[config.mk]
export PLATFORM = sky130hd
export DESIGN_NAME = rcoc_ctrl
export DESIGN_NICKNAME = d
export VERILOG_FILES = /design/src/design/rcoc_pkg.sv /design/src/design/rcoc_ctrl.sv
export SDC_FILE = /design/constraint.sdc
export NUM_CORES = 1
export LEC_CHECK = 0
export BUFFER_PORTS_ARGS = -buffer_cell sky130_fd_sc_hd__buf_2
export CAP_MARGIN = 20
export CORE_AREA = 2 2 39 41
export DETAILED_ROUTE_END_ITERATION = 8
export DIE_AREA = 0 0 41 43
export MAX_ROUTING_LAYER = met4
export PLACE_DENSITY_LB_ADDON = 0.12
export RECOVER_POWER = 25
export SKIP_LAST_GASP = 1
export SYNTH_ARGS = -nofsm -noshare
export SYNTH_HDL_FRONTEND = slang
export SYNTH_SLANG_ARGS = --single-unit
[constraint.sdc]
create_clock -name clk -period 1 [get_ports clk]
set_input_delay 0.2 -clock clk [delete_from_list [all_inputs] [get_ports clk]]
set_output_delay 0.2 -clock clk [all_outputs]
set_load 0.02 [all_outputs]
[src/design/rcoc_pkg.sv]
// ----------------------------------------------------------------------------
// rcoc_pkg
// shared constants, types and controller states of the rectangle coverage
// overlap counter
// ----------------------------------------------------------------------------
`default_nettype none

package rcoc_pkg;

	localparam int GRID_SIZE = 1024;
	localparam int CELL_W    = $clog2(GRID_SIZE);
	localparam int ADDR_W    = 2 * CELL_W;
	localparam int MEM_DEPTH = 1 << ADDR_W;

	// wide enough for left + width and for the clipped end at the largest grid
	localparam int SUM_W     = 13;

	localparam int COORD_W   = 10;
	localparam int LEN_W     = 11;
	localparam int TOTAL_W   = 21;

	localparam logic [1:0]         COVER_SAT = 2'd2;
	localparam logic [1:0]         COVER_ONE = 2'd1;
	localparam logic [TOTAL_W-1:0] TOTAL_MAX = '1;
	localparam logic [SUM_W-1:0]   GRID_LIM  = SUM_W'(GRID_SIZE);

	typedef enum logic [2:0] {
		ST_CLEAR,
		ST_IDLE,
		ST_SCAN,
		ST_DRAIN,
		ST_DONE
	} state_t;

	typedef struct packed {
		logic clear;
		logic load;
		logic issue;
		logic publish;
	} cmd_t;

	typedef struct packed {
		logic clear_last;
		logic empty;
		logic last;
		logic out_full;
	} status_t;

endpackage

`default_nettype wire

[src/design/rcoc_ctrl.sv]
// ----------------------------------------------------------------------------
// rcoc_ctrl
// sequencer: clearing pass, rectangle load, cell scan, drain and result hand-off
// ----------------------------------------------------------------------------
`default_nettype none

module rcoc_ctrl (
	input  wire logic              clk,
	input  wire logic              arst_n,
	input  wire logic              in_valid,
	output logic                   in_ready,
	input  wire logic              out_ready,
	input  wire rcoc_pkg::status_t status,
	output rcoc_pkg::cmd_t         cmd
);

	rcoc_pkg::state_t state_q;
	rcoc_pkg::state_t state_d;

	always_ff @(posedge clk or negedge arst_n) begin
		if (!arst_n) begin
			state_q <= rcoc_pkg::ST_CLEAR;
		end else begin
			state_q <= state_d;
		end
	end

	always_comb begin
		state_d = state_q;
		unique case (state_q)
			rcoc_pkg::ST_CLEAR: begin
				if (status.clear_last) state_d = rcoc_pkg::ST_IDLE;
			end
			rcoc_pkg::ST_IDLE: begin
				if (in_valid) state_d = rcoc_pkg::ST_SCAN;
			end
			rcoc_pkg::ST_SCAN: begin
				if (status.empty || status.last) state_d = rcoc_pkg::ST_DRAIN;
			end
			rcoc_pkg::ST_DRAIN: begin
				state_d = rcoc_pkg::ST_DONE;
			end
			rcoc_pkg::ST_DONE: begin
				if (!status.out_full || out_ready) state_d = rcoc_pkg::ST_IDLE;
			end
			default: state_d = rcoc_pkg::ST_CLEAR;
		endcase
	end

	always_comb begin
		in_ready    = 1'b0;
		cmd         = '0;
		unique case (state_q)
			rcoc_pkg::ST_CLEAR: cmd.clear = 1'b1;
			rcoc_pkg::ST_IDLE: begin
				in_ready = 1'b1;
				cmd.load = in_valid;
			end
			rcoc_pkg::ST_SCAN:  cmd.issue = !status.empty;
			rcoc_pkg::ST_DRAIN: cmd = '0;
			rcoc_pkg::ST_DONE:  cmd.publish = !status.out_full || out_ready;
			default:            cmd = '0;
		endcase
	end

endmodule

`default_nettype wire

Word level (Yosys, flattened, before mapping)
Cells that the tools add are included.
- magnitude comparators: 0
- div/mod/pow operators: 0
- shift-type cells: 0
- bitwise logic cells: 0
- eq/ne operators: 8
- add/sub/neg operators: 0
- reduce and logical (&&, ||, !) cells: 6
- multipliers: 0
- muxes and demuxes: 10
- operators with widths (cell ; count):
    case mux 3 bit (5 select lines) ; 1
    two-way mux 3 bit ; 4
    != test 2 bit, second input constant ; 4
    == test 3 x 2 -> 1 bit, second input constant ; 2
    two-way mux 1 bit ; 5
    AND reduction 4 bit ; 1
    == test 3 x 1 -> 1 bit, second input constant ; 1
    == test 3 bit, second input constant ; 1
    zero test 3 bit ; 1
    zero test 1 bit ; 2
    logical OR 1 bit ; 2
- latch bits: 0
- word-level logic and storage cells: 25
- output and inout port bits: 5
- input port bits: 8
- register bits after elaboration: 3
- memories kept: 0
- memory bits (writable): 0
- ROM bits: 0

Longest topological paths before layout
Gate-level depths: netlist of the first run.
- word-level depth: 4
- mapped depth: 3
- depth with buffers taken out: 3

Least setup slack after synthesis of the first run
No wires, ideal clock.
- path type: register -> output
- start: register state_q[2]
- end: output cmd[2] (netlist name)
- setup slack: -0.407 ns
- path buffers: 0
- data required time: 0.800 ns
- arrival time: 1.207 ns
- cell stages (with the launch flop): 4
- cell sequence: dfrtp_1 > nand2b_1 > nor2_1 > and2_1
- RTL lines (what ; RTL line ; source):
    start: declaration ; rcoc_ctrl.sv:17 ; rcoc_pkg::state_t state_q;
    start signal: assignment ; rcoc_ctrl.sv:22 ; state_q <= rcoc_pkg::ST_CLEAR;
    start signal: assignment ; rcoc_ctrl.sv:24 ; state_q <= state_d;
    end: declaration ; rcoc_ctrl.sv:14 ; output rcoc_pkg::cmd_t cmd

==> metrics.yaml, run 1 <==
stdcell_area_um2: 492
gp_congestion: 0.744
synth-seq-cells: 3
grt_max_degree: 6
syn-cell-area_um2: 199
synthArstFlopShare_pct: 100
avgSynthCellArea_um2: 8.29
portBuffers: 12
nets: 59
synth_edf_count: 0
final_max_slew_viol_count: 0
vias: 266
grt_pass1_wl_um: 1020
synth_top_area_cell: "dfrtp_1"
core_area_um2: 1380
synth_common_cells: "5 x nor2_1, 3 x dfrtp_1, 2 x nand2_1, 2 x nand2b_1, 2 x o21ai_0"
violations: "setup timing"
largest-register: "state_q"
area_delta_synth_final_pct: 147
grt_pass1_vias: 253
crit_arrival_ps: 1140
routedWlPerCell_um: 11.0
die_x_um: 41
dp_cells: 59
postSynthCellCount: 24
tightestPinTransition_ps: 199
nFillCells: 156
rsz0062_at_grt: "yes"
ys.flop_type: "dfrtp_1"
fmax_mhz: 745
slew_headroom_pct: 86.7
synth.distinct_cells: 15
drt-initial-drc-count: 0
drive_gt1_share_pct: 78.0
p_leak_nw: 0.223
clock_skew_ps: 1.89
clock-root-buffer: "clkbuf_4"
drv_cap: 0
path_max_fanout: 3
placed_cell_area_um2: 380
hold_viol_final: 0
ir_drop_mv: 1.09
status: "finished, violations left"
numCtsBuffers: 3
antenna_found_initial: 0
initial_core_util_pct: 14.4
post-synth-top-count-cell: "nor2_1"
htreeDepth: 1
worst_ep_required_time_ps: 800
setup_violations: 8
clock_sinks: 3
crit_path_end_kind: "output port"
place_hpwl_um: 498
clkTransAtPathRegs_ps: 40
fin_ws_ps: -343
critPathLaunchType: "flop"
num_rows: 14
die_h_um: 43
grt.overflow.total: 0
hold_path.class: "primary input to flop"
ant_nets: 0
diodes: 0
syn-num-nets: 32
ys_seq_area_share_pct: 37.7
die-area_um2: 1760
reg_top3: "state_q: 3 flops"
cts_tree: "done"
via_per_inst: 4.03
drcViolationCount: 0
powerDensity_nw_per_um2: 3400
worstSkewPairLatency_ps: 230
fin_crit_sh_pct: 134
crit_type: "flop to output port"
synth_area_leaders: "dfrtp_1 38%, nor2_1 9.4%, mux2_4 7.5%"
routed_wl_um: 727
groute.usage.overall_pct: 9.36
drt_pass1_iterations: 1
io-pin-count: 13
cts_max_path_buffers: 2
largest_reg_flops: 3
ys.warnings.count: 0
min_period_ps: 1340
synth_top_cell_area_share_pct: 37.7
finalNonFillerCells: 66
-- power breakdown --
group          total (mW)  switching [mW]  internal (mW)
clock network       0.209          0.0600          0.149
registers           0.301           0.112          0.188
logic                1.16           0.518          0.646
total                1.67           0.690          0.984
-- layer usage --
| metal | track usage [%] | part of all wire, % |
|---|---|---|
| met5 | - | 0 |
| met4 | 10.0 | 0 |
| met3 | 1.57 | 3.3 |
| met2 | 11.9 | 58 |
| met1 | 11.3 | 38 |
-- area by class of cell --
class                   count  area (µm²)  share of cell area (%)
repair buffers             22         171                    34.9
flip-flops and latches      3        78.8                    16.0
multi-input cells          20         186                    37.9
clock buffers               4        26.3                    5.34
well taps                  16        20.0                    4.07
inverters                   1        8.76                    1.78
-- what timing repair did --
action	in CTS	in global routing
buffers inserted	1	2
hold buffers	1	0
pin swaps	2	2
hold endpoints to repair	3	0
setup endpoints to repair	7	8
resized for setup	10	11
-- logic make-up (layout without fill, tap and decap cells) --
kind of cell           after synthesis  count (layout)  synth area share [%]
and+or+nand+nor                     14              14                  34.6
buffers and inverters                1              27                  1.88
muxes                                1               1                  7.54
AOI/OAI and AO/OA                    5               5                  18.2
DFF                                  3               3                  37.7
-- worst paths after layout --
check                      slack [ps]  cells after the start         end  startpoint
max in group asynchronous         540                      2  state_q[2]      arst_n
max                              -340                      4      cmd[2]  state_q[2]
min in group asynchronous         300                      2  state_q[0]      arst_n
min reg2reg                       610                      2  state_q[1]  state_q[2]
min                               270                      3  state_q[0]   status[3]
max reg2reg                      -290                      5  state_q[0]  state_q[2]
-- through the flow --
step	total power [mW]	TNS [ps]	worst slack, ps	utilization, %	hold WS, ps
2_1_floorplan	0.792	-254	-178	-	-95.6
3_3_place_gp	1.15	-830	-153	27.5	-3.81
3_5_place_dp	1.15	-805	-152	27.5	-3.51
4_1_cts	1.51	-1910	-352	32.8	292
5_1_grt	1.79	-2300	-384	35.5	294
6_report	1.67	-1980	-343	35.5	271
-- layout by cell type, fill, tap and decap left out, types with 2 or more instances in the layout --
cell type / n
nand2b_4: 2
nor2_4: 3
buf_6: 6
buf_4: 8
nand2_1: 2
buf_2: 6
dfrtp_2: 3
clkbuf_1: 2
clkbuf_4: 3
-- critical path, cell delays in order, from the launching register on --
cell,delay (ps)
dfrtp_2,420
nand2b_4,160
nor2_4,90
and2_4,140
buf_6,100
Note: power is estimated with default switching activity, not from simulation.
==> inputs of run 2 (changes only) <==
SETUP_SLACK_MARGIN = 0.05   (was default)
==> run 2 against run 1 <==
  * The flow still finishes with violations (setup timing)
  * Final cell count unchanged
  * Sequential cell count is the same
  * Total power down 2.3%
  * Sequential share of layout area increased by 0.21 points
  * Design area is 1.3% lower
  * Highest routed layer unchanged
  * Critical path depth did not move
  * First-iteration DRC count is 1 higher
  * Via count stayed put
  * Wire length decreased by 13%
  * Clock skew is 1.1 ps higher
  * Fmax is 0.58% lower
==> metrics.yaml, run 2 (synthesis results as in run 1) <==
fmax_mhz: 740  # -0.58%
violations: "setup timing"
crit_path_end_kind: "output port"
die_h_um: 43  # unchanged
tightestPinTransition_ps: 199  # -0.711 ps
hold_viol_final: 0  # unchanged
drt-initial-drc-count: 1  # +1
setup_violations: 8  # unchanged
routed_wl_um: 635  # -13%
clock_sinks: 3  # unchanged
placed_cell_area_um2: 380  # unchanged
groute.usage.overall_pct: 9.35  # -0.0096 points
cts_max_path_buffers: 2  # unchanged
min_period_ps: 1350  # +7.82 ps
via_per_inst: 4.03  # unchanged
place_hpwl_um: 487  # -2.2%
stdcell_area_um2: 485  # -1.3%
p_seq_share_pct: 18.2  # +0.2 points
path_max_fanout: 3  # unchanged
largest_reg_flops: 3  # unchanged
die-area_um2: 1760  # unchanged
grt_max_degree: 6  # unchanged
worstSkewPairLatency_ps: 230  # about the same
p_sw_mw: 0.656  # -5.0%
critPathMaxStageDelay_ps: 420  # about the same
status: "finished, violations left"
die_x_um: 41  # unchanged
grt_pass1_wl_um: 1060  # +3.3%
crit_slowest_cell: "dfrtp_2"
swShare_pct: 40.1  # -1.1 points
cts_tree: "done"
p_int_mw: 0.980  # -0.41%
fin_util_pct: 35.1  # -0.45 points
cp_num_buf_inv: 1  # unchanged
grt_pass1_vias: 250  # -1.2%
timing.rr.start: "state_q[2]"
htreeDepth: 1  # unchanged
crit_type: "flop to output port"
routedWlPerCell_um: 9.62  # -13%
numCtsBuffers: 3  # unchanged
hold_path.class: "primary input to flop"
crit_start: "state_q[2]"
io-pin-count: 13  # unchanged
drt_pass1_iterations: 4  # +3
crit_arrival_ps: 1150  # about the same
core_area_um2: 1380  # unchanged
dp_cells: 59  # unchanged
clock-root-buffer: "clkbuf_4"
num_rows: 14  # unchanged
ir_drop_mv: 1.05  # -3.8%
drv_cap: 0  # unchanged
fin_crit_sh_pct: 135  # +0.78 points
final_cell_mix: "7 x buf_6, 7 x buf_4, 6 x buf_2"
p_comb_share_pct: 69.0  # -0.5 points
worstHoldStart: "status[3]"
slew_headroom_pct: 86.6  # -0.093 points
ant_nets: 0  # unchanged
cp_cell_sequence: "nand2b_4 > nor2_4 > and2_4 > buf_6"
area_delta_synth_final_pct: 144
cpLargestDelayFamily: "flip-flops"
powerDensity_nw_per_um2: 3370  # -1.0%
rsz0062_at_grt: "yes"
final_max_slew_viol_count: 0  # unchanged
pwr-share-clk_pct: 12.8  # +0.3 points
fin_tns_setup_ps: -1900  # +80.4 ps
drive_gt1_share_pct: 76.0  # -2.0 points
fin_ws_ps: -351  # -7.82 ps
worst_ep_required_time_ps: 800  # about the same
gp_congestion: 0.754  # +1.2%
nets: 59  # unchanged
diodes: 0  # unchanged
initial_core_util_pct: 14.4  # unchanged
fin_hold_ws_ps: 268  # -3.52 ps
antenna_found_initial: 0  # unchanged
finalNonFillerCells: 66  # unchanged
drcViolationCount: 0  # unchanged
vias: 266  # unchanged
grt.overflow.total: 0  # unchanged
p_leak_nw: 0.218  # -2.3%
largest-register: "state_q"
portBuffers: 12  # unchanged
clkTransAtPathRegs_ps: 30  # about the same
critPathLaunchType: "flop"
reg_top3: "state_q: 3 flops"
clock_skew_ps: 3.02  # +1.13 ps
## run 2: power groups by stage
stage | clock (mW) | sequential (mW) | combinational [mW]
after floorplan | 0 | 0.317 | 0.475
after global placement | 0 | 0.284 | 0.864
after detailed placement | 0 | 0.288 | 0.862
after CTS | 0.215 | 0.293 | 1.05
after global routing | 0.223 | 0.307 | 1.22
final | 0.209 | 0.298 | 1.13
## run 2: path summary, 6_finish.rpt
path	end	slack (ps)	cells past startpoint
setup reg to reg	state_q[0]	-270	5
hold reg to reg	state_q[1]	580	2
hold / removal	state_q[0]	270	3
min in group asynchronous	state_q[1]	300	2
max in group asynchronous	state_q[2]	540	2
setup / recovery	cmd[2]	-350	4
## run 2: cell type report
cell class / count / area [µm²]
Clock buffer: 4 / 26.3
Fill cell: 150 / 898
Inverter: 1 / 11.3
Multi-Input combinational cell: 20 / 174
Sequential cell: 3 / 78.8
Tap cell: 16 / 20.0
Timing Repair Buffer: 22 / 175
## run 2: per-layer routing
metal / vias to the layer above / share of wire (%) / GRT usage [%]
li1: 136 / - / -
met1: 124 / 41 / 10.6
met2: 6 / 55 / 14.4
met3: 0 / 4.3 / 0
met4: 0 / 0 / 8.00
met5: - / 0 / -
## run 2: tightest hold or removal path, delay by kind of cell
family	cells	cell delay (ps)
buf+inv	1	70
compound gates	2	170
## run 2: stage by stage
step	power [mW]	worst slack [ps]
finish	1.64	-351
global route	1.75	-402
CTS	1.56	-351
global placement	1.15	-155
floorplan	0.792	-178
detailed placement	1.15	-163
## run 2: timing repair
item / in CTS / in global routing
hold buffers: 1 / 0
setup buffers: 2 / 1
hold endpoints to repair: 3 / 0
pin swaps: 1 / 2
gates resized for setup: 12 / 7
endpoints found under the setup margin: 8 / 8
==> inputs of run 3 (changes only) <==
PLACE_DENSITY_LB_ADDON = 0.08   (was 0.12)
==> run 3 against run 2 <==
  * The run still ends with setup timing left
  * Hold slack gained 1.2 ps
  * Design area shrank 4.4%
  * Sequential cell count is the same
==> metrics.yaml, run 3 (synthesis results as in run 1) <==
crit_arrival_ps: 1140  # about the same
vias: 270  # +1.5%
slew_headroom_pct: 86.3  # -0.27 points
post-place-ws_ps: -132  # +31.3 ps
fin_crit_sh_pct: 134  # -0.76 points
grt_max_degree: 7  # +1
cts_max_path_buffers: 2  # unchanged
reg_top3: "state_q: 3 flops"
worstSkewPairLatency_ps: 240  # about the same
antenna_found_initial: 0  # unchanged
final_cell_mix: "7 x buf_4, 6 x buf_2, 6 x buf_6"
htreeDepth: 1  # unchanged
cp_num_buf_inv: 1  # unchanged
place_hpwl_um: 495  # +1.6%
cp_cell_sequence: "nand2b_4 > nor2_4 > and2_4 > buf_6"
path_max_fanout: 2  # -1
ant_nets: 0  # unchanged
num_rows: 14  # unchanged
p_leak_nw: 0.210  # -3.8%
cpLargestDelayFamily: "flip-flops"
hold_viol_final: 0  # unchanged
setup_violations: 7  # -1
via_per_inst: 4.15  # +3.1%
clock-root-buffer: "clkbuf_4"
fmax_mhz: 745  # +0.56%
area_delta_synth_final_pct: 133
largest_reg_flops: 3  # unchanged
power_mw: 1.55  # -5.0%
rsz0062_at_grt: "yes"
fin_util_pct: 33.5  # -1.5 points
drt-initial-drc-count: 6  # +5
drive_gt1_share_pct: 73.5  # -2.5 points
dp_cells: 58  # -1.7%
finalNonFillerCells: 65  # -1.5%
largest-register: "state_q"
die-area_um2: 1760  # unchanged
grt.overflow.total: 0  # unchanged
io-pin-count: 13  # unchanged
diodes: 0  # unchanged
gp_congestion: 0.741  # -1.7%
routedWlPerCell_um: 10.1  # +4.7%
grt_pass1_wl_um: 1040  # -1.3%
drv_cap: 0  # unchanged
ir_drop_mv: 1.04  # -0.40%
die_h_um: 43  # unchanged
worst_ep_required_time_ps: 800  # about the same
crit_path_end_kind: "output port"
min_period_ps: 1340  # -7.57 ps
status: "finished, violations left"
nets: 58  # -1.7%
die_x_um: 41  # unchanged
drcViolationCount: 0  # unchanged
fin_hold_ws_ps: 269  # +1.18 ps
crit_type: "flop to output port"
clkTransAtPathRegs_ps: 40  # about the same
clock_sinks: 3  # unchanged
routed_wl_um: 655  # +3.1%
groute.usage.overall_pct: 10.2  # +0.83 points
grt_pass1_vias: 267  # +6.8%
clock_skew_ps: 2.58  # -0.438 ps
numCtsBuffers: 3  # unchanged
hold_path.class: "primary input to flop"
fin_ws_ps: -343  # +7.56 ps
crit_slowest_cell: "dfrtp_2"
drt_pass1_iterations: 3  # -1
nFillCells: 147  # -2.0%
final_common_cell: "buf_4"
powerDensity_nw_per_um2: 3350  # -0.70%
final_max_slew_viol_count: 0  # unchanged
initial_core_util_pct: 14.4  # unchanged
tightestPinTransition_ps: 203  # +3.94 ps
r2r_slack_ps: -240  # +30 ps
critPathLaunchType: "flop"
portBuffers: 12  # unchanged
violations: "setup timing"
critPathMaxStageDelay_ps: 400  # -20 ps
cts_tree: "done"
core_area_um2: 1380  # unchanged
[run 3: cell count changes in the layout (fill, tap and decap cells not counted), sizes merged]
| cell | delta |
|---|---|
| buf | -1 |
[run 3: timing repair]
item,CTS,global route
hold endpoints to repair,3,0
resized for setup,10,4
setup endpoints to repair,7,8
hold buffers,1,0
pin swaps,2,1
setup buffers,2,1
[run 3: report_power, final]
| group | total [mW] | internal [mW] | leakage [nW] | switching (mW) |
|---|---|---|---|---|
| sequential | 0.308 | 0.188 | 0.0342 | 0.120 |
| combinational | 1.02 | 0.589 | 0.161 | 0.435 |
| clock | 0.221 | 0.150 | 0.0150 | 0.0712 |
| total | 1.55 | 0.927 | 0.210 | 0.626 |
[run 3: tightest hold or removal path: stages]
cell	delay, ps
buf_2	70
a21oi_1	60
a22oi_2	130
[run 3: per-stage QoR]
step	setup TNS (ps)	instance area (µm²)
global route	-2440	464
floorplan	-254	248
CTS	-2060	454
finish	-2000	464
detailed placement	-672	373
global placement	-686	373
[run 3: cell type report]
class / instances / area, µm² / area share [%]
tap: 16 / 20.0 / 4.31
inverter: 1 / 3.75 / 0.809
timing repair buffer: 21 / 164 / 35.3
multi-input combinational: 20 / 171 / 36.9
sequential: 3 / 78.8 / 17.0
clock buffer: 4 / 26.3 / 5.66
[run 3: per-layer routing]
layer | track usage (%) | up-vias | wire [µm]
met1 | 9.65 | 120 | 271
met4 | 14.0 | 0 | 36
li1 | - | 135 | -
met5 | - | - | 0
met3 | 3.14 | 4 | 36
met2 | 13.1 | 11 | 310
[run 3: path summary, 6_finish.rpt]
| path | start | depth (start not counted) | endpoint |
|---|---|---|---|
| worst max-delay path | state_q[2] | 4 | cmd[2] |
| min in group asynchronous | arst_n | 2 | state_q[0] |
| worst max register to register | state_q[0] | 5 | state_q[0] |
| max in group asynchronous | arst_n | 2 | state_q[2] |
| worst min register to register | state_q[2] | 3 | state_q[1] |
| worst min-delay path | status[3] | 3 | state_q[0] |
